**src/rtl/core/upsc_pkg.sv**
```systemverilog
`timescale 1ns / 1ps
// ----------------------------------------------------------------------------
// upsc_pkg
// Shared types and constants of the pixel replicate upscaler.
// ----------------------------------------------------------------------------
package upsc_pkg;

  localparam int SCALE_W = 6;
  localparam int WIDTH_W = 11;
  localparam int PIX_W   = 24;
  localparam int KIND_W  = 2;
  localparam int PAD_W   = 2;
  localparam int POS_W   = SCALE_W + WIDTH_W;

  localparam logic CMD_PUSH = 1'b0;
  localparam logic CMD_TICK = 1'b1;

  localparam logic [KIND_W-1:0] KIND_PIX = 2'd0;
  localparam logic [KIND_W-1:0] KIND_PAD = 2'd1;
  localparam logic [KIND_W-1:0] KIND_REJ = 2'd2;

  localparam logic REG_SCALE = 1'b0;
  localparam logic REG_WIDTH = 1'b1;

  // one burst of results for the output stage
  typedef struct packed {
    logic               reject;
    logic               use_ram;
    logic               rend;
    logic [SCALE_W-1:0] n_pix;
    logic [PAD_W-1:0]   n_pad;
    logic [PIX_W-1:0]   pix;
  } job_t;

endpackage

```
**src/rtl/core/upsc_ifs.sv**
```systemverilog


interface upsc_out_if;
  logic                        valid;
  logic                        ready;
  logic [upsc_pkg::KIND_W-1:0] kind;
  logic [upsc_pkg::PIX_W-1:0]  out_pixel;
  logic                        row_end;
  logic                        run_last;

  modport source (output valid, output kind, output out_pixel, output row_end,
                  output run_last, input ready);
  modport sink (input valid, input kind, input out_pixel, input row_end,
                input run_last, output ready);
endinterface

```
**src/rtl/core/upsc_emit.sv**
```systemverilog
`timescale 1ns / 1ps
// ----------------------------------------------------------------------------
// upsc_emit
// Expands one burst into result words and holds them in the output register.
// ----------------------------------------------------------------------------
module upsc_emit (
  input  logic                       clk,
  input  logic                       rst_n,
  input  logic                       job_valid,
  input  upsc_pkg::job_t             job,
  input  logic [upsc_pkg::PIX_W-1:0] ram_rdata,
  output logic                       emit_free,
  upsc_out_if.source                 out_ch
);

  localparam int SW = upsc_pkg::SCALE_W;
  localparam int DW = upsc_pkg::PAD_W;

  logic                        busy_r, busy_nxt;
  upsc_pkg::job_t              job_r, job_nxt;
  logic [SW-1:0]               cnt_pix_r, cnt_pix_nxt;
  logic [DW-1:0]               cnt_pad_r, cnt_pad_nxt;
  logic                        ov_r, ov_nxt;
  logic [upsc_pkg::KIND_W-1:0] kind_r, kind_nxt;
  logic [upsc_pkg::PIX_W-1:0]  pix_r, pix_nxt;
  logic                        rend_r, rend_nxt;
  logic                        last_r, last_nxt;

  logic                        out_load;
  logic                        emit;
  logic                        u_last;
  logic [upsc_pkg::KIND_W-1:0] u_kind;
  logic [upsc_pkg::PIX_W-1:0]  u_pix;

  assign out_load  = !ov_r || out_ch.ready;
  assign emit      = busy_r && out_load;
  assign emit_free = !busy_r || (out_load && u_last);

  always_comb begin
    if (job_r.reject) begin
      u_kind = upsc_pkg::KIND_REJ;
      u_pix  = '0;
      u_last = 1'b1;
    end else if (cnt_pix_r != '0) begin
      u_kind = upsc_pkg::KIND_PIX;
      u_pix  = job_r.use_ram ? ram_rdata : job_r.pix;
      u_last = (cnt_pix_r == SW'(1)) && (cnt_pad_r == '0);
    end else begin
      u_kind = upsc_pkg::KIND_PAD;
      u_pix  = '0;
      u_last = cnt_pad_r == DW'(1);
    end
  end

  always_comb begin
    busy_nxt    = busy_r;
    job_nxt     = job_r;
    cnt_pix_nxt = cnt_pix_r;
    cnt_pad_nxt = cnt_pad_r;
    ov_nxt      = ov_r && !out_ch.ready;
    kind_nxt    = kind_r;
    pix_nxt     = pix_r;
    rend_nxt    = rend_r;
    last_nxt    = last_r;

    if (emit) begin
      ov_nxt   = 1'b1;
      kind_nxt = u_kind;
      pix_nxt  = u_pix;
      last_nxt = u_last;
      rend_nxt = u_last && job_r.rend && !job_r.reject;
      if (cnt_pix_r != '0) begin
        cnt_pix_nxt = cnt_pix_r - SW'(1);
      end else if (cnt_pad_r != '0) begin
        cnt_pad_nxt = cnt_pad_r - DW'(1);
      end
      if (u_last) begin
        busy_nxt = 1'b0;
      end
    end

    if (job_valid) begin
      busy_nxt    = 1'b1;
      job_nxt     = job;
      cnt_pix_nxt = job.n_pix;
      cnt_pad_nxt = job.n_pad;
    end
  end

  always_ff @(posedge clk) begin
    if (!rst_n) begin
      busy_r <= 1'b0;
      ov_r   <= 1'b0;
    end else begin
      busy_r <= busy_nxt;
      ov_r   <= ov_nxt;
    end
  end

  always_ff @(posedge clk) begin
    job_r     <= job_nxt;
    cnt_pix_r <= cnt_pix_nxt;
    cnt_pad_r <= cnt_pad_nxt;
    kind_r    <= kind_nxt;
    pix_r     <= pix_nxt;
    rend_r    <= rend_nxt;
    last_r    <= last_nxt;
  end

  assign out_ch.valid     = ov_r;
  assign out_ch.kind      = kind_r;
  assign out_ch.out_pixel = pix_r;
  assign out_ch.row_end   = rend_r;
  assign out_ch.run_last  = last_r;

  a_job_when_free: assert property (@(posedge clk) disable iff (!rst_n)
    job_valid |-> emit_free)
    else $error("burst loaded over a busy emitter");

  a_busy_has_unit: assert property (@(posedge clk) disable iff (!rst_n)
    busy_r && !job_r.reject |-> cnt_pix_r != '0 || cnt_pad_r != '0)
    else $error("emitter busy with an empty burst");

endmodule

```
**src/flat_wrapper.sv**
```systemverilog
// flat-port wrapper written by rule: the top's interface ports become plain ports
module upsc_emit_flat 
  (clk, rst_n, job_valid, job, ram_rdata, emit_free, out_ch_valid, out_ch_kind, out_ch_out_pixel, out_ch_row_end, out_ch_run_last, out_ch_ready);
  upsc_out_if out_ch_i ();
  input  logic clk;
  input  logic rst_n;
  input  logic job_valid;
  input  upsc_pkg::job_t job;
  input  logic [upsc_pkg::PIX_W-1:0] ram_rdata;
  output logic emit_free;
  output wire logic [$bits(out_ch_i.valid)-1:0] out_ch_valid;
  output wire logic [$bits(out_ch_i.kind)-1:0] out_ch_kind;
  output wire logic [$bits(out_ch_i.out_pixel)-1:0] out_ch_out_pixel;
  output wire logic [$bits(out_ch_i.row_end)-1:0] out_ch_row_end;
  output wire logic [$bits(out_ch_i.run_last)-1:0] out_ch_run_last;
  input wire logic [$bits(out_ch_i.ready)-1:0] out_ch_ready;
  assign out_ch_valid = out_ch_i.valid;
  assign out_ch_kind = out_ch_i.kind;
  assign out_ch_out_pixel = out_ch_i.out_pixel;
  assign out_ch_row_end = out_ch_i.row_end;
  assign out_ch_run_last = out_ch_i.run_last;
  assign out_ch_i.ready = out_ch_ready;
  upsc_emit u_core (.clk(clk), .rst_n(rst_n), .job_valid(job_valid), .job(job), .ram_rdata(ram_rdata), .emit_free(emit_free), .out_ch(out_ch_i));
endmodule
```
**config.mk**
```make
export PLATFORM = sky130hd
export DESIGN_NAME = upsc_emit_flat
export DESIGN_NICKNAME = d
export VERILOG_FILES = /design/src/rtl/core/upsc_pkg.sv /design/src/rtl/core/upsc_ifs.sv /design/src/rtl/core/upsc_emit.sv /design/src/flat_wrapper.sv
export SDC_FILE = /design/constraint.sdc
export NUM_CORES = 1
export LEC_CHECK = 0
export BUFFER_PORTS_ARGS = -buffer_cell sky130_fd_sc_hd__buf_2
export CAP_MARGIN = 20
export CORE_MARGIN = 2
export CORE_UTILIZATION = 53
export DETAILED_ROUTE_END_ITERATION = 6
export GPL_TIMING_DRIVEN = 0
export PLACE_DENSITY = 0.84
export SKIP_LAST_GASP = 1
export SLEW_MARGIN = 15
export SYNTH_ARGS = -nofsm -noshare
export SYNTH_HDL_FRONTEND = slang
export SYNTH_SLANG_ARGS = --single-unit
```
**constraint.sdc**
```tcl
create_clock -name clk -period 2.6 [get_ports clk]
set_input_delay 0.52 -clock clk [delete_from_list [all_inputs] [get_ports clk]]
set_output_delay 0.52 -clock clk [all_outputs]
set_load 0.01 [all_outputs]
```
==> flow_summary.toml <==
[outcome]
status = "finished clean"

[critical_path]
endpoint_kind = "output port"
reg2regPathDepth = 4
kind_of_launch_point_of_the_worst_setup_path = "flip-flop"
critical-path-slowest-cell = "sky130_fd_sc_hd__edfxtp_1"
worst_ep_required_time_ns = 2.08
rr_endpoint = "u_core.cnt_pix_r[4]"
critical_path_peak_fanout = 4
critical_path_class = "flip-flop to output port"
timing.critical_path.cells = "inv_1, ha_1, and3b_1, o211ai_1, nand2_1, buf_2"
regToRegStartpoint = "u_core.out_ch.valid"
flop2flop_setup_slack_ns = 0.56
critical-path-max-stage-delay_ns = 0.42
timing.critical_path.arrival_ns = 1.69

[yosys]
seq_area_frac_synth = 0.724
post_synth.cell_area_avg_um2 = 15.5
postSynth.asyncResetShare = 0
post_synth_net_total = 240
postSynthRegisterBits = 65
synth_enable_flop_cells = 63
yosys_warnings = 0
netlist-cell-type-count = 28
synth.most_common_cell = "sky130_fd_sc_hd__edfxtp_1"
synth.area.top_cells = "sky130_fd_sc_hd__edfxtp_1 71%, sky130_fd_sc_hd__mux2i_1 9.0%, sky130_fd_sc_hd__nor2_1 3.8%"
synth-main-ff-cell = "sky130_fd_sc_hd__edfxtp_1"
netlist.top_cell.by_area = "sky130_fd_sc_hd__edfxtp_1"
netlist_instances = 172
synth_top_cells_by_count = "63 x sky130_fd_sc_hd__edfxtp_1, 27 x sky130_fd_sc_hd__nor2_1, 24 x sky130_fd_sc_hd__mux2i_1"
syn-cell-area_um2 = 2670
synthDominantCellAreaShare = 0.709

[placement]
post-place-cells = 331
portBuffers = 92
globalplace.congestion = 0.788
detailedPlacementHpwl_um = 3620

[global_routing]
number_of_antenna_violations_at_the_first_check_in_global_routing = 0
grtUsageTotal = 0.183
vias_in_the_first_global_route = 1653
first_pass_grt_wire_length_um = 7350
grt_start_max_net_pins = 32
globalRouteOverflowTotal = 0

[finish]
finish.utilization = 0.715
layout-area-overhead-vs-synth_pct = 28.2
fillerInstances = 357
diodes = 0
share_of_final_layout_standard_cells_stronger_than_drive_strength_1 = 0.414
finish.cell_count_without_fillers = 347
ff_latch_area_um2 = 1930
nets = 343
multi_input_comb_area_um2 = 669

[clock_tree]
clock_insertion_delay_worst_skew_ns = 0.32
htreeDepth = 3
tritoncts = "done"
ctsResizeCount = 0
cts.sinks = 65
clkTransAtPathRegs_ns = 0.07
cts-root-to-sink-buffers = 2
cts_root_buf = "sky130_fd_sc_hd__clkbuf_8"
cts_setup_buffers = 0
numCtsBuffers = 9
cts_hold_buffers = 0

[sta]
fin_tns_setup_ns = 0
slew_viol_final = 0
worst_hold_slack_ns = 0.367
max_freq_mhz = 453
hold_viol = 0
setup-violations-final = 0
worstMarginPinSlew_ns = 1.05
max-slew-margin-rel = 0.297
rsz0062_at_grt = "no"
fin_crit_sh = 0.848
finalClockSkew_ns = 0.00863
period_minus_slack_ns = 2.21

[floorplan]
start_util = 0.558
die_height_um = 75.0
rows = 25
core_region_area_um2 = 4790
dieArea_um2 = 5620
die_w_um = 75.0
num_ports = 93

[route]
antenna_violating_nets_post_route = 0
first_iter_violations = 47
firstDrtPassIters = 4
routed_wl_um = 4840
total_vias_in_the_final_route = 1671
average_wire_per_cell_in_the_routed_design_um = 13.9
vias_per_cell = 4.82
route.detailed.drc = 0

[worst_hold_path]
hold_start = "job[6]"
hold_end = "u_core.job_r[6]"
min_path_cells = 1
worst_hold_path_type = "input pin to flip-flop"

[power_and_ir_drop]
peakVddDrop_mv = 0.589
static-leakage-power_uw = 0.00150
power_density_cells_nw_per_um2 = 708
total_power_uw = 2420

[flow_run]
cap_viol_max_count = 0
==> report_power, final <==
part	internal (uW)	switching [uW]	leakage (uW)
registers	1250	33.0	0.000636
clock network	530	359	0.000104
logic	119	134	0.000759
==> cells in the final DEF, fill, tap and decap left out, types with 3 or more instances in the layout <==
master and n:
sky130_fd_sc_hd__buf_2 95, sky130_fd_sc_hd__edfxtp_1 63, sky130_fd_sc_hd__nor2_1 27, sky130_fd_sc_hd__mux2i_1 24, sky130_fd_sc_hd__clkbuf_8 9, sky130_fd_sc_hd__nand2_1 8
sky130_fd_sc_hd__inv_1 7, sky130_fd_sc_hd__o21ai_0 5, sky130_fd_sc_hd__ha_1 5, sky130_fd_sc_hd__xnor2_1 3
==> final cells by class <==
class | count | area share
clock buffers | 9 | 0.0362
multi-input cells | 94 | 0.196
repair buffers | 92 | 0.135
flip-flops and latches | 65 | 0.565
inverters | 7 | 0.00768
clock inverters | 7 | 0.0249
well taps | 67 | 0.0245
plain buffers | 6 | 0.0121
==> layer usage <==
layer,vias up,part of all wire,global-route usage
met5,-,0,0
met3,4,0.057,0.0522
met1,774,0.42,0.218
met4,0,0.0058,0.0714
li1,838,-,-
met2,55,0.51,0.315
==> critical path: cells and delay by family (launching register included) <==
kind                     cells  cell delay (ns)
AND/OR/NAND/NOR              2             0.29
AO/OA/AOI/OAI                1             0.16
flip-flops                   1             0.42
adder cells (fa/ha/maj)      1             0.22
buffers and inverters        2             0.27
==> how the worst max path moves through the flow <==
stage | slack (ns) | start | cells after the start | endpoint
3_5_place_dp | 0.22 | out_ch_ready | 5 | u_core.cnt_pix_r[0]
2_1_floorplan | 0.66 | out_ch_ready | 4 | u_core.cnt_pix_r[0]
3_3_place_gp | 0.26 | out_ch_ready | 5 | u_core.cnt_pix_r[2]
4_1_cts | 0.39 | u_core.cnt_pix_r[0] | 6 | emit_free
5_1_grt | 0.26 | u_core.cnt_pix_r[0] | 6 | emit_free
6_report | 0.39 | u_core.cnt_pix_r[0] | 6 | emit_free
==> flip-flops by register name (all words and copies together), names as in the netlist <==
register,cells
u_core.busy_r,1
u_core.cnt_pad_r,2
u_core.cnt_pix_r,6
u_core.job_r,27
u_core.out_ch.kind,2
u_core.out_ch.out_pixel,24
u_core.out_ch.row_end,1
u_core.out_ch.run_last,1
u_core.out_ch.valid,1
==> stage by stage <==
stage,setup slack (ns),instance area [um^2]
floorplan,0.656,2670
global route,0.258,3420
finish,0.395,3420
global placement,0.256,3210
detailed placement,0.224,3210
CTS,0.393,3420
==> kinds of logic (layout without fill, tap and decap cells) <==
family,count (synthesis),after routing,share of synthesized area
fa+ha+maj,5,5,0.0234
xor+xnor,3,3,0.00985
simple gates,45,45,0.0811
compound gates,15,15,0.0380
mux,26,26,0.0985
flops,65,65,0.724
buf+inv,13,121,0.0253
Power figures use the tool's default switching activity.
