$ cat config.mk
export PLATFORM = sky130hd
export DESIGN_NAME = upsc_ctrl_flat
export DESIGN_NICKNAME = d
export VERILOG_FILES = /design/src/rtl/core/upsc_pkg.sv /design/src/rtl/core/upsc_ifs.sv /design/src/rtl/core/upsc_ctrl.sv /design/src/flat_wrapper.sv
export SDC_FILE = /design/constraint.sdc
export NUM_CORES = 1
export LEC_CHECK = 0
export ABC_AREA = 1
export BUFFER_PORTS_ARGS = -buffer_cell sky130_fd_sc_hd__buf_2
export CORE_MARGIN = 10
export CORE_UTILIZATION = 55
export CTS_CLUSTER_SIZE = 25
export DETAILED_ROUTE_END_ITERATION = 6
export PLACE_DENSITY = 0.76
export REMOVE_ABC_BUFFERS = 1
export SYNTH_ARGS = -nofsm -noshare
export SYNTH_HDL_FRONTEND = slang
export SYNTH_SLANG_ARGS = --single-unit
$ cat constraint.sdc
create_clock -name clk -period 5.3 [get_ports clk]
set_input_delay 0.795 -clock clk [delete_from_list [all_inputs] [get_ports clk]]
set_output_delay 0.795 -clock clk [all_outputs]
set_load 0.03 [all_outputs]
$ cat src/rtl/core/upsc_pkg.sv
`timescale 1ns / 1ps
// ----------------------------------------------------------------------------
// upsc_pkg
// Shared types and constants of the pixel replicate upscaler.
// ----------------------------------------------------------------------------
package upsc_pkg;

  localparam int SCALE_W = 6;
  localparam int WIDTH_W = 11;
  localparam int PIX_W   = 24;
  localparam int KIND_W  = 2;
  localparam int PAD_W   = 2;
  localparam int POS_W   = SCALE_W + WIDTH_W;

  localparam logic CMD_PUSH = 1'b0;
  localparam logic CMD_TICK = 1'b1;

  localparam logic [KIND_W-1:0] KIND_PIX = 2'd0;
  localparam logic [KIND_W-1:0] KIND_PAD = 2'd1;
  localparam logic [KIND_W-1:0] KIND_REJ = 2'd2;

  localparam logic REG_SCALE = 1'b0;
  localparam logic REG_WIDTH = 1'b1;

  // one burst of results for the output stage
  typedef struct packed {
    logic               reject;
    logic               use_ram;
    logic               rend;
    logic [SCALE_W-1:0] n_pix;
    logic [PAD_W-1:0]   n_pad;
    logic [PIX_W-1:0]   pix;
  } job_t;

endpackage

$ cat src/rtl/core/upsc_ifs.sv
`timescale 1ns / 1ps
// ----------------------------------------------------------------------------
// upsc_in_if / upsc_out_if
// Valid/ready channels for input words and result words.
// ----------------------------------------------------------------------------
interface upsc_in_if;
  logic                        valid;
  logic                        ready;
  logic                        cmd;
  logic [upsc_pkg::PIX_W-1:0]  pixel;

  modport source (output valid, output cmd, output pixel, input ready);
  modport sink (input valid, input cmd, input pixel, output ready);
endinterface


$ cat src/rtl/core/upsc_ctrl.sv
`timescale 1ns / 1ps
// ----------------------------------------------------------------------------
// upsc_ctrl
// Configuration, row/replay state, line store access and the sequencer that
// rebuilds the scale product and replay column after a configuration write.
// ----------------------------------------------------------------------------
module upsc_ctrl #(
  parameter int MAX_WIDTH = 1024,
  parameter int MAX_SCALE = 32,
  parameter int CW        = 10
) (
  input  logic                         clk,
  input  logic                         rst_n,
  upsc_in_if.sink                      in_ch,
  input  logic                         cfg_we,
  input  logic                         cfg_addr,
  input  logic [upsc_pkg::WIDTH_W-1:0] cfg_wdata,
  input  logic                         emit_free,
  output logic                         job_valid,
  output upsc_pkg::job_t               job,
  output logic                         ram_we,
  output logic [CW-1:0]                ram_waddr,
  output logic [upsc_pkg::PIX_W-1:0]   ram_wdata,
  output logic                         ram_re,
  output logic [CW-1:0]                ram_raddr
);

  localparam int SW   = upsc_pkg::SCALE_W;
  localparam int WW   = upsc_pkg::WIDTH_W;
  localparam int PW   = upsc_pkg::POS_W;
  localparam int CNTW = $clog2(PW);

  typedef enum logic [1:0] {SQ_IDLE, SQ_CALC, SQ_MUL, SQ_DIV} seq_t;

  seq_t seq_r, seq_nxt;

  logic [SW-1:0]   scale_r, scale_nxt;
  logic [WW-1:0]   width_r, width_nxt;
  logic [SW-1:0]   eff_sc_r, eff_sc_nxt;
  logic [WW-1:0]   eff_w_r, eff_w_nxt;
  logic [PW-1:0]   prod_r, prod_nxt;
  logic [CW-1:0]   in_col_r, in_col_nxt;
  logic [SW-1:0]   rows_left_r, rows_left_nxt;
  logic [PW-1:0]   replay_pos_r, replay_pos_nxt;
  logic [PW-1:0]   idx_r, idx_nxt;
  logic [SW-1:0]   sub_r, sub_nxt;
  logic [upsc_pkg::PAD_W-1:0] pad_left_r, pad_left_nxt;
  logic [PW-1:0]   num_r, num_nxt;
  logic [SW-1:0]   rem_r, rem_nxt;
  logic [CNTW-1:0] cnt_r, cnt_nxt;

  logic                       acc;
  logic                       row_done;
  logic                       last_unit;
  logic [upsc_pkg::PAD_W-1:0] pad;
  logic [PW-1:0]              rd_col;
  logic [SW:0]                rem_sh;
  logic [SW:0]                rem_sub;
  logic                       qbit;

  assign in_ch.ready = (seq_r == SQ_IDLE) && emit_free;
  assign acc         = in_ch.valid && in_ch.ready;
  assign pad         = prod_r[upsc_pkg::PAD_W-1:0];
  assign row_done    = (PW'(in_col_r) + PW'(1)) >= PW'(eff_w_r);
  assign last_unit   = (replay_pos_r + PW'(1)) >= prod_r;
  assign rd_col      = (idx_r >= PW'(eff_w_r)) ? PW'(eff_w_r) - PW'(1) : idx_r;

  // restoring divide step, one quotient bit per cycle
  assign rem_sh  = {rem_r, num_r[PW-1]};
  assign qbit    = rem_sh >= {1'b0, eff_sc_r};
  assign rem_sub = rem_sh - {1'b0, eff_sc_r};

  always_comb begin
    seq_nxt        = seq_r;
    scale_nxt      = scale_r;
    width_nxt      = width_r;
    eff_sc_nxt     = eff_sc_r;
    eff_w_nxt      = eff_w_r;
    prod_nxt       = prod_r;
    in_col_nxt     = in_col_r;
    rows_left_nxt  = rows_left_r;
    replay_pos_nxt = replay_pos_r;
    idx_nxt        = idx_r;
    sub_nxt        = sub_r;
    pad_left_nxt   = pad_left_r;
    num_nxt        = num_r;
    rem_nxt        = rem_r;
    cnt_nxt        = cnt_r;
    job_valid      = 1'b0;
    job            = '0;
    ram_we         = 1'b0;
    ram_waddr      = in_col_r;
    ram_wdata      = in_ch.pixel;
    ram_re         = 1'b0;
    ram_raddr      = rd_col[CW-1:0];

    if (acc) begin
      if (in_ch.cmd == upsc_pkg::CMD_PUSH) begin
        job_valid = 1'b1;
        if (rows_left_r != '0) begin
          job.reject = 1'b1;
        end else begin
          ram_we    = 1'b1;
          job.n_pix = eff_sc_r;
          job.pix   = in_ch.pixel;
          if (row_done) begin
            job.n_pad      = pad;
            job.rend       = 1'b1;
            in_col_nxt     = '0;
            rows_left_nxt  = eff_sc_r - SW'(1);
            replay_pos_nxt = '0;
            idx_nxt        = '0;
            sub_nxt        = '0;
            pad_left_nxt   = '0;
          end else begin
            in_col_nxt = in_col_r + CW'(1);
          end
        end
      end else if (rows_left_r != '0) begin
        job_valid = 1'b1;
        if (pad_left_r == '0) begin
          ram_re      = 1'b1;
          job.use_ram = 1'b1;
          job.n_pix   = SW'(1);
          if (last_unit) begin
            replay_pos_nxt = '0;
            idx_nxt        = '0;
            sub_nxt        = '0;
            pad_left_nxt   = pad;
            if (pad == '0) begin
              job.rend      = 1'b1;
              rows_left_nxt = rows_left_r - SW'(1);
            end
          end else begin
            replay_pos_nxt = replay_pos_r + PW'(1);
            if (({1'b0, sub_r} + (SW+1)'(1)) >= {1'b0, eff_sc_r}) begin
              sub_nxt = '0;
              idx_nxt = idx_r + PW'(1);
            end else begin
              sub_nxt = sub_r + SW'(1);
            end
          end
        end else begin
          job.n_pad    = upsc_pkg::PAD_W'(1);
          pad_left_nxt = pad_left_r - upsc_pkg::PAD_W'(1);
          if (pad_left_r == upsc_pkg::PAD_W'(1)) begin
            job.rend      = 1'b1;
            rows_left_nxt = rows_left_r - SW'(1);
          end
        end
      end
    end

    unique case (seq_r)
      SQ_IDLE: begin
      end
      SQ_CALC: begin
        if (scale_r == '0) begin
          eff_sc_nxt = SW'(1);
        end else if (32'(scale_r) > MAX_SCALE) begin
          eff_sc_nxt = SW'(MAX_SCALE);
        end else begin
          eff_sc_nxt = scale_r;
        end
        if (width_r == '0) begin
          eff_w_nxt = WW'(1);
        end else if (32'(width_r) > MAX_WIDTH) begin
          eff_w_nxt = WW'(MAX_WIDTH);
        end else begin
          eff_w_nxt = width_r;
        end
        seq_nxt = SQ_MUL;
      end
      SQ_MUL: begin
        prod_nxt = PW'(PW'(eff_sc_r) * PW'(eff_w_r));
        num_nxt  = replay_pos_r;
        rem_nxt  = '0;
        cnt_nxt  = '0;
        seq_nxt  = SQ_DIV;
      end
      SQ_DIV: begin
        num_nxt = {num_r[PW-2:0], qbit};
        rem_nxt = qbit ? rem_sub[SW-1:0] : rem_sh[SW-1:0];
        cnt_nxt = cnt_r + CNTW'(1);
        if (cnt_r == CNTW'(PW - 1)) begin
          idx_nxt = num_nxt;
          sub_nxt = rem_nxt;
          seq_nxt = SQ_IDLE;
        end
      end
      default: seq_nxt = SQ_IDLE;
    endcase

    if (cfg_we) begin
      unique case (cfg_addr)
        upsc_pkg::REG_SCALE: scale_nxt = cfg_wdata[SW-1:0];
        upsc_pkg::REG_WIDTH: width_nxt = cfg_wdata;
        default: ;
      endcase
      seq_nxt = SQ_CALC;
    end
  end

  always_ff @(posedge clk) begin
    if (!rst_n) begin
      seq_r        <= SQ_IDLE;
      scale_r      <= SW'(1);
      width_r      <= WW'(1);
      eff_sc_r     <= SW'(1);
      eff_w_r      <= WW'(1);
      prod_r       <= PW'(1);
      in_col_r     <= '0;
      rows_left_r  <= '0;
      replay_pos_r <= '0;
      idx_r        <= '0;
      sub_r        <= '0;
      pad_left_r   <= '0;
      cnt_r        <= '0;
    end else begin
      seq_r        <= seq_nxt;
      scale_r      <= scale_nxt;
      width_r      <= width_nxt;
      eff_sc_r     <= eff_sc_nxt;
      eff_w_r      <= eff_w_nxt;
      prod_r       <= prod_nxt;
      in_col_r     <= in_col_nxt;
      rows_left_r  <= rows_left_nxt;
      replay_pos_r <= replay_pos_nxt;
      idx_r        <= idx_nxt;
      sub_r        <= sub_nxt;
      pad_left_r   <= pad_left_nxt;
      cnt_r        <= cnt_nxt;
    end
  end

  always_ff @(posedge clk) begin
    num_r <= num_nxt;
    rem_r <= rem_nxt;
  end

  a_replay_col_zero: assert property (@(posedge clk) disable iff (!rst_n)
    rows_left_r != '0 |-> in_col_r == '0)
    else $error("replay pending with a partial row");

  a_pad_in_replay: assert property (@(posedge clk) disable iff (!rst_n)
    pad_left_r != '0 |-> rows_left_r != '0)
    else $error("padding owed with no replay pending");

  a_sub_in_range: assert property (@(posedge clk) disable iff (!rst_n)
    seq_r == SQ_IDLE |-> sub_r < eff_sc_r)
    else $error("replay sub position not below scale");

  a_no_ram_clash: assert property (@(posedge clk) disable iff (!rst_n)
    ram_we |-> !ram_re && rows_left_nxt == rows_left_r || row_done)
    else $error("line store written during replay");

endmodule

$ cat src/flat_wrapper.sv
// flat-port wrapper written by rule: the top's interface ports become plain ports
module upsc_ctrl_flat 
#(
  parameter int MAX_WIDTH = 1024,
  parameter int MAX_SCALE = 32,
  parameter int CW        = 10
)
  (clk, rst_n, cfg_we, cfg_addr, cfg_wdata, emit_free, job_valid, job, ram_we, ram_waddr, ram_wdata, ram_re, ram_raddr, in_ch_valid, in_ch_cmd, in_ch_pixel, in_ch_ready);
  upsc_in_if in_ch_i ();
  input  logic clk;
  input  logic rst_n;
  input  logic cfg_we;
  input  logic cfg_addr;
  input  logic [upsc_pkg::WIDTH_W-1:0] cfg_wdata;
  input  logic emit_free;
  output logic job_valid;
  output upsc_pkg::job_t job;
  output logic ram_we;
  output logic [CW-1:0] ram_waddr;
  output logic [upsc_pkg::PIX_W-1:0] ram_wdata;
  output logic ram_re;
  output logic [CW-1:0] ram_raddr;
  input wire logic [$bits(in_ch_i.valid)-1:0] in_ch_valid;
  input wire logic [$bits(in_ch_i.cmd)-1:0] in_ch_cmd;
  input wire logic [$bits(in_ch_i.pixel)-1:0] in_ch_pixel;
  output wire logic [$bits(in_ch_i.ready)-1:0] in_ch_ready;
  assign in_ch_i.valid = in_ch_valid;
  assign in_ch_i.cmd = in_ch_cmd;
  assign in_ch_i.pixel = in_ch_pixel;
  assign in_ch_ready = in_ch_i.ready;
  upsc_ctrl #(.MAX_WIDTH(MAX_WIDTH), .MAX_SCALE(MAX_SCALE), .CW(CW)) u_core (.clk(clk), .rst_n(rst_n), .in_ch(in_ch_i), .cfg_we(cfg_we), .cfg_addr(cfg_addr), .cfg_wdata(cfg_wdata), .emit_free(emit_free), .job_valid(job_valid), .job(job), .ram_we(ram_we), .ram_waddr(ram_waddr), .ram_wdata(ram_wdata), .ram_re(ram_re), .ram_raddr(ram_raddr));
endmodule
==> summary.md <==
| Metric | Value |
|---|---|
| I/O Buffers | `124` |
| Chip width | `166 um` |
| Number of remaining DRC errors | `2` |
| Final Cycle Share | `85.4%` |
| Register Area | `3010 um^2` |
| Dpl hpwl | `24900 um` |
| Syn Area/Cell | `6.77 um^2` |
| # setup viols final | `0` |
| Most frequent cells in the layout | `nand2_1, inv_1, a21oi_1, nor2_1, buf_2` |
| Initial DRC Count | `1026` |
| Asr flop ratio synth | `0%` |
| CP required | `4.51 ns` |
| R2R setup slack | `1.15 ns` |
| Slew at the pin closest to its max-slew limit | `1.13 ns` |
| Final core utilization | `61.1%` |
| Total Nets Final | `1948` |
| Initial Util | `55.8%` |
| Share of post-route cells with drive strength above 1 | `11.4%` |
| Max Clock Freq | `221 MHz` |
| HP Class | `flip-flop to flip-flop` |
| Clock skew | `0.0157 ns` |
| # Post-CTS Setup Buffers | `0` |
| Footprint of the multi-input gates | `7070 um^2` |
| Total Wirelength | `32600 um` |
| Number of buffers created by CTS | `17` |
| DIE AREA | `27500 um^2` |
| Critical path fanouts, max | `19` |
| FF-to-FF End | `u_core.prod_r[13]` |
| Unrepaired setup endpoints after global routing | `false` |
| Reg2reg path depth | `17` |
| Peak VDD IR | `206 uV` |
| P&R area growth vs syn | `9.59%` |
| Worst Hold Depth | `2` |
| Arr. time, crit path | `3.73 ns` |
| Initial antenna violation count | `0` |
| Final slew viol count | `0` |
| Crit path time final | `4.53 ns` |
| Max stage delay on crit path | `0.45 ns` |
| Clk buf depth | `2` |
| Startpoint types | `flip-flop` |
| Post-CTS Resized | `0` |
| Setup TNS | `0 ns` |
| FILL cells | `1955` |
| Via Count | `11200` |
| Post-Syn Instances | `1725` |
| Max Cap Violations | `0` |
| Status | `complete, but fails checks` |
| # rows | `53` |
| CP bufs+invs | `3` |
| Synthesized area | `11700 um^2` |
| Pin count of the biggest net entering global routing | `60` |
| Setup Crit Path Kind | `flip-flop to output port` |
| Clock transition at path regs | `0.07 ns` |
| Power share of the sequential group | `37.5%` |
| HP Start | `u_core.replay_pos_r[16]` |
| Sequential share of the synthesized area | `25.8%` |
| Failing checks | `DRC` |
| CP Capture Type | `output port` |
| Number of flops mapped to enable cells by yosys | `23` |
| CTS tree | `built` |
| Combinational fraction of design power | `20.0%` |
| DRT antenna net count | `0` |
| Worst-Skew Late Latency | `0.43 ns` |
| Net Switching | `1.03 mW` |
| Vias in the first global route | `10700` |
| CTS root buffer | `clkbuf_16` |
| DR pass1 iterations | `7` |
| Htree depth | `4` |
| RePlAce Congestion | `0.958` |
| Synthesized flop and latch total | `139` |
| Switching Share | `33.6%` |
| CTS sink cnt | `139` |
| # IOs | `125` |
| Vias per cell | `5.40` |
| Worst-path cell chain | `ha_1 -> nand2_1 -> nor2_1 -> nand3_1 -> nor2_1 -> inv_1 -> nor2_1 -> xnor2_1 -> inv_1 -> ha_1 -> nand2_1 -> nor2_1 -> nand3_1 -> and3_4 -> nand3_4 -> nand2_4 -> nor2_4 -> buf_2` |
| Most common cell on crit path | `nor2_1` |
| Total Routing Usage GR | `23.2%` |
| Instance count on the critical path | `18` |
| Internal power | `2.04 mW` |
| PD cells | `240 nW/um^2` |
| Remaining global-route overflow | `0` |
| # hold bufs at CTS | `0` |
| Yosys warning count | `0` |
| WHS Endpoint | `u_core.replay_pos_r[16]` |
| Slowest-stage cell, CP | `dfxtp_1` |
| N_diodes | `0` |
| Final hold vios | `0` |
| Slew margin rel. | `24.4%` |
| Main synth FF type | `dfxtp_1` |
| LEAKAGE | `6.49 nW` |
| Die Ht | `166 um` |
| Core Area | `21000 um^2` |
| Worst reg2reg startpoint | `u_core.eff_sc_r[1]` |
| First-pass GRT wire length | `54000 um` |
| Clock group share of total power | `42.5%` |
| CP top delay family | `simple AND/OR/NAND/NOR gates` |
| Netlist cell types | `54` |
| Commonest non-fill, non-tap cell in the layout | `nand2_1` |
| Wire per inst | `15.8 um` |
| Worst Setup SP | `u_core.ram_waddr[0]` |
[final cells by class]
class                   count  area share [%]
inverters                 292            8.60
well taps                 275            2.69
clock buffers              17            3.32
repair buffers            129            5.14
clock inverters            15            1.55
flip-flops and latches    139            23.5
multi-input cells        1200            55.2
[per-layer routing]
| metal | routed length (um) | track usage, % | up-vias |
|---|---|---|---|
| met3 | 2240 | 3.93 | 63 |
| met1 | 14400 | 30.3 | 5090 |
| met2 | 15100 | 37.8 | 426 |
| li1 | - | - | 5587 |
| met5 | 0 | 0 | - |
| met4 | 901 | 8.05 | 0 |
[synthesized netlist by cell type (3+ instances only)]
| cell type | instances | share of area (%) |
|---|---|---|
| nand2_1 | 415 | 13 |
| inv_1 | 285 | 9.2 |
| a21oi_1 | 133 | 5.7 |
| nor2_1 | 127 | 4.1 |
| dfxtp_1 | 116 | 20 |
| nand3_1 | 111 | 4.8 |
| o21ai_0 | 98 | 4.2 |
| ha_1 | 89 | 9.5 |
| clkbuf_1 | 46 | 1.5 |
| xor2_1 | 39 | 2.9 |
| fa_1 | 38 | 6.5 |
| nand4_1 | 35 | 1.9 |
| buf_4 | 30 | 1.9 |
| edfxtp_1 | 23 | 5.9 |
| nor3_1 | 16 | 0.69 |
| nor2_2 | 11 | 0.59 |
| o21ai_1 | 11 | 0.47 |
| buf_2 | 8 | 0.34 |
| o211ai_1 | 8 | 0.51 |
| nor4_1 | 7 | 0.37 |
| xnor2_1 | 7 | 0.52 |
| buf_1 | 6 | 0.19 |
| a211oi_1 | 4 | 0.26 |
| a21oi_2 | 4 | 0.30 |
| buf_6 | 4 | 0.39 |
| nor2_4 | 4 | 0.39 |
| and3_1 | 3 | 0.16 |
| clkinv_1 | 3 | 0.096 |
| nand3_2 | 3 | 0.26 |
| nor3_2 | 3 | 0.26 |
| nor3_4 | 3 | 0.42 |
| o21ai_2 | 3 | 0.22 |
[how the worst max path moves through the flow]
stage                        end  slack [ns]
2_1_floorplan            job[24]        1.54
3_3_place_gp   u_core.prod_r[12]        1.37
3_5_place_dp   u_core.prod_r[13]        1.23
4_1_cts                  job[32]        0.81
5_1_grt                  job[32]        0.44
6_report                 job[32]        0.77
[worst min-delay path: stages (launching register included)]
cell and delay (ns):
dfxtp_1 0.31, nand2_1 0.06, a21oi_1 0.06
[registers in the layout, indices dropped and copies added, names as in the netlist, 10 cells and up]
signal	flops
u_core.width_r	11
u_core.ram_waddr	10
u_core.eff_w_r	11
u_core.idx_r	17
u_core.replay_pos_r	17
u_core.num_r	17
u_core.prod_r	17
[power by group through the flow]
stage	sequential, mW	combinational [mW]	clock (mW)
after floorplan	1.16	0.400	0
after global placement	1.17	0.594	0
after detailed placement	1.17	0.600	0
after CTS	1.15	0.605	1.31
after global routing	1.16	0.674	1.36
final	1.15	0.614	1.31
[per-stage QoR]
stage	instance area (um^2)	hold WS [ns]	cells	total power, mW	setup WS [ns]
5_1_grt	12800	0.489	2067	3.19	0.442
4_1_cts	12800	0.462	2067	3.07	0.806
2_1_floorplan	11200	0.436	1631	1.56	1.54
6_report	12800	0.469	2067	3.07	0.771
3_3_place_gp	12200	0.450	2035	1.77	1.37
3_5_place_dp	12200	0.450	2035	1.77	1.23
[cells by family after synthesis]
logic type / count (synthesis) / synth area share (%)
simple gates: 754 / 28.5
buf+inv: 386 / 13.7
fa+ha+maj: 127 / 16.0
compound gates: 273 / 12.4
flops: 139 / 25.8
xor+xnor: 46 / 3.45
(Power assumes the default switching activity.)
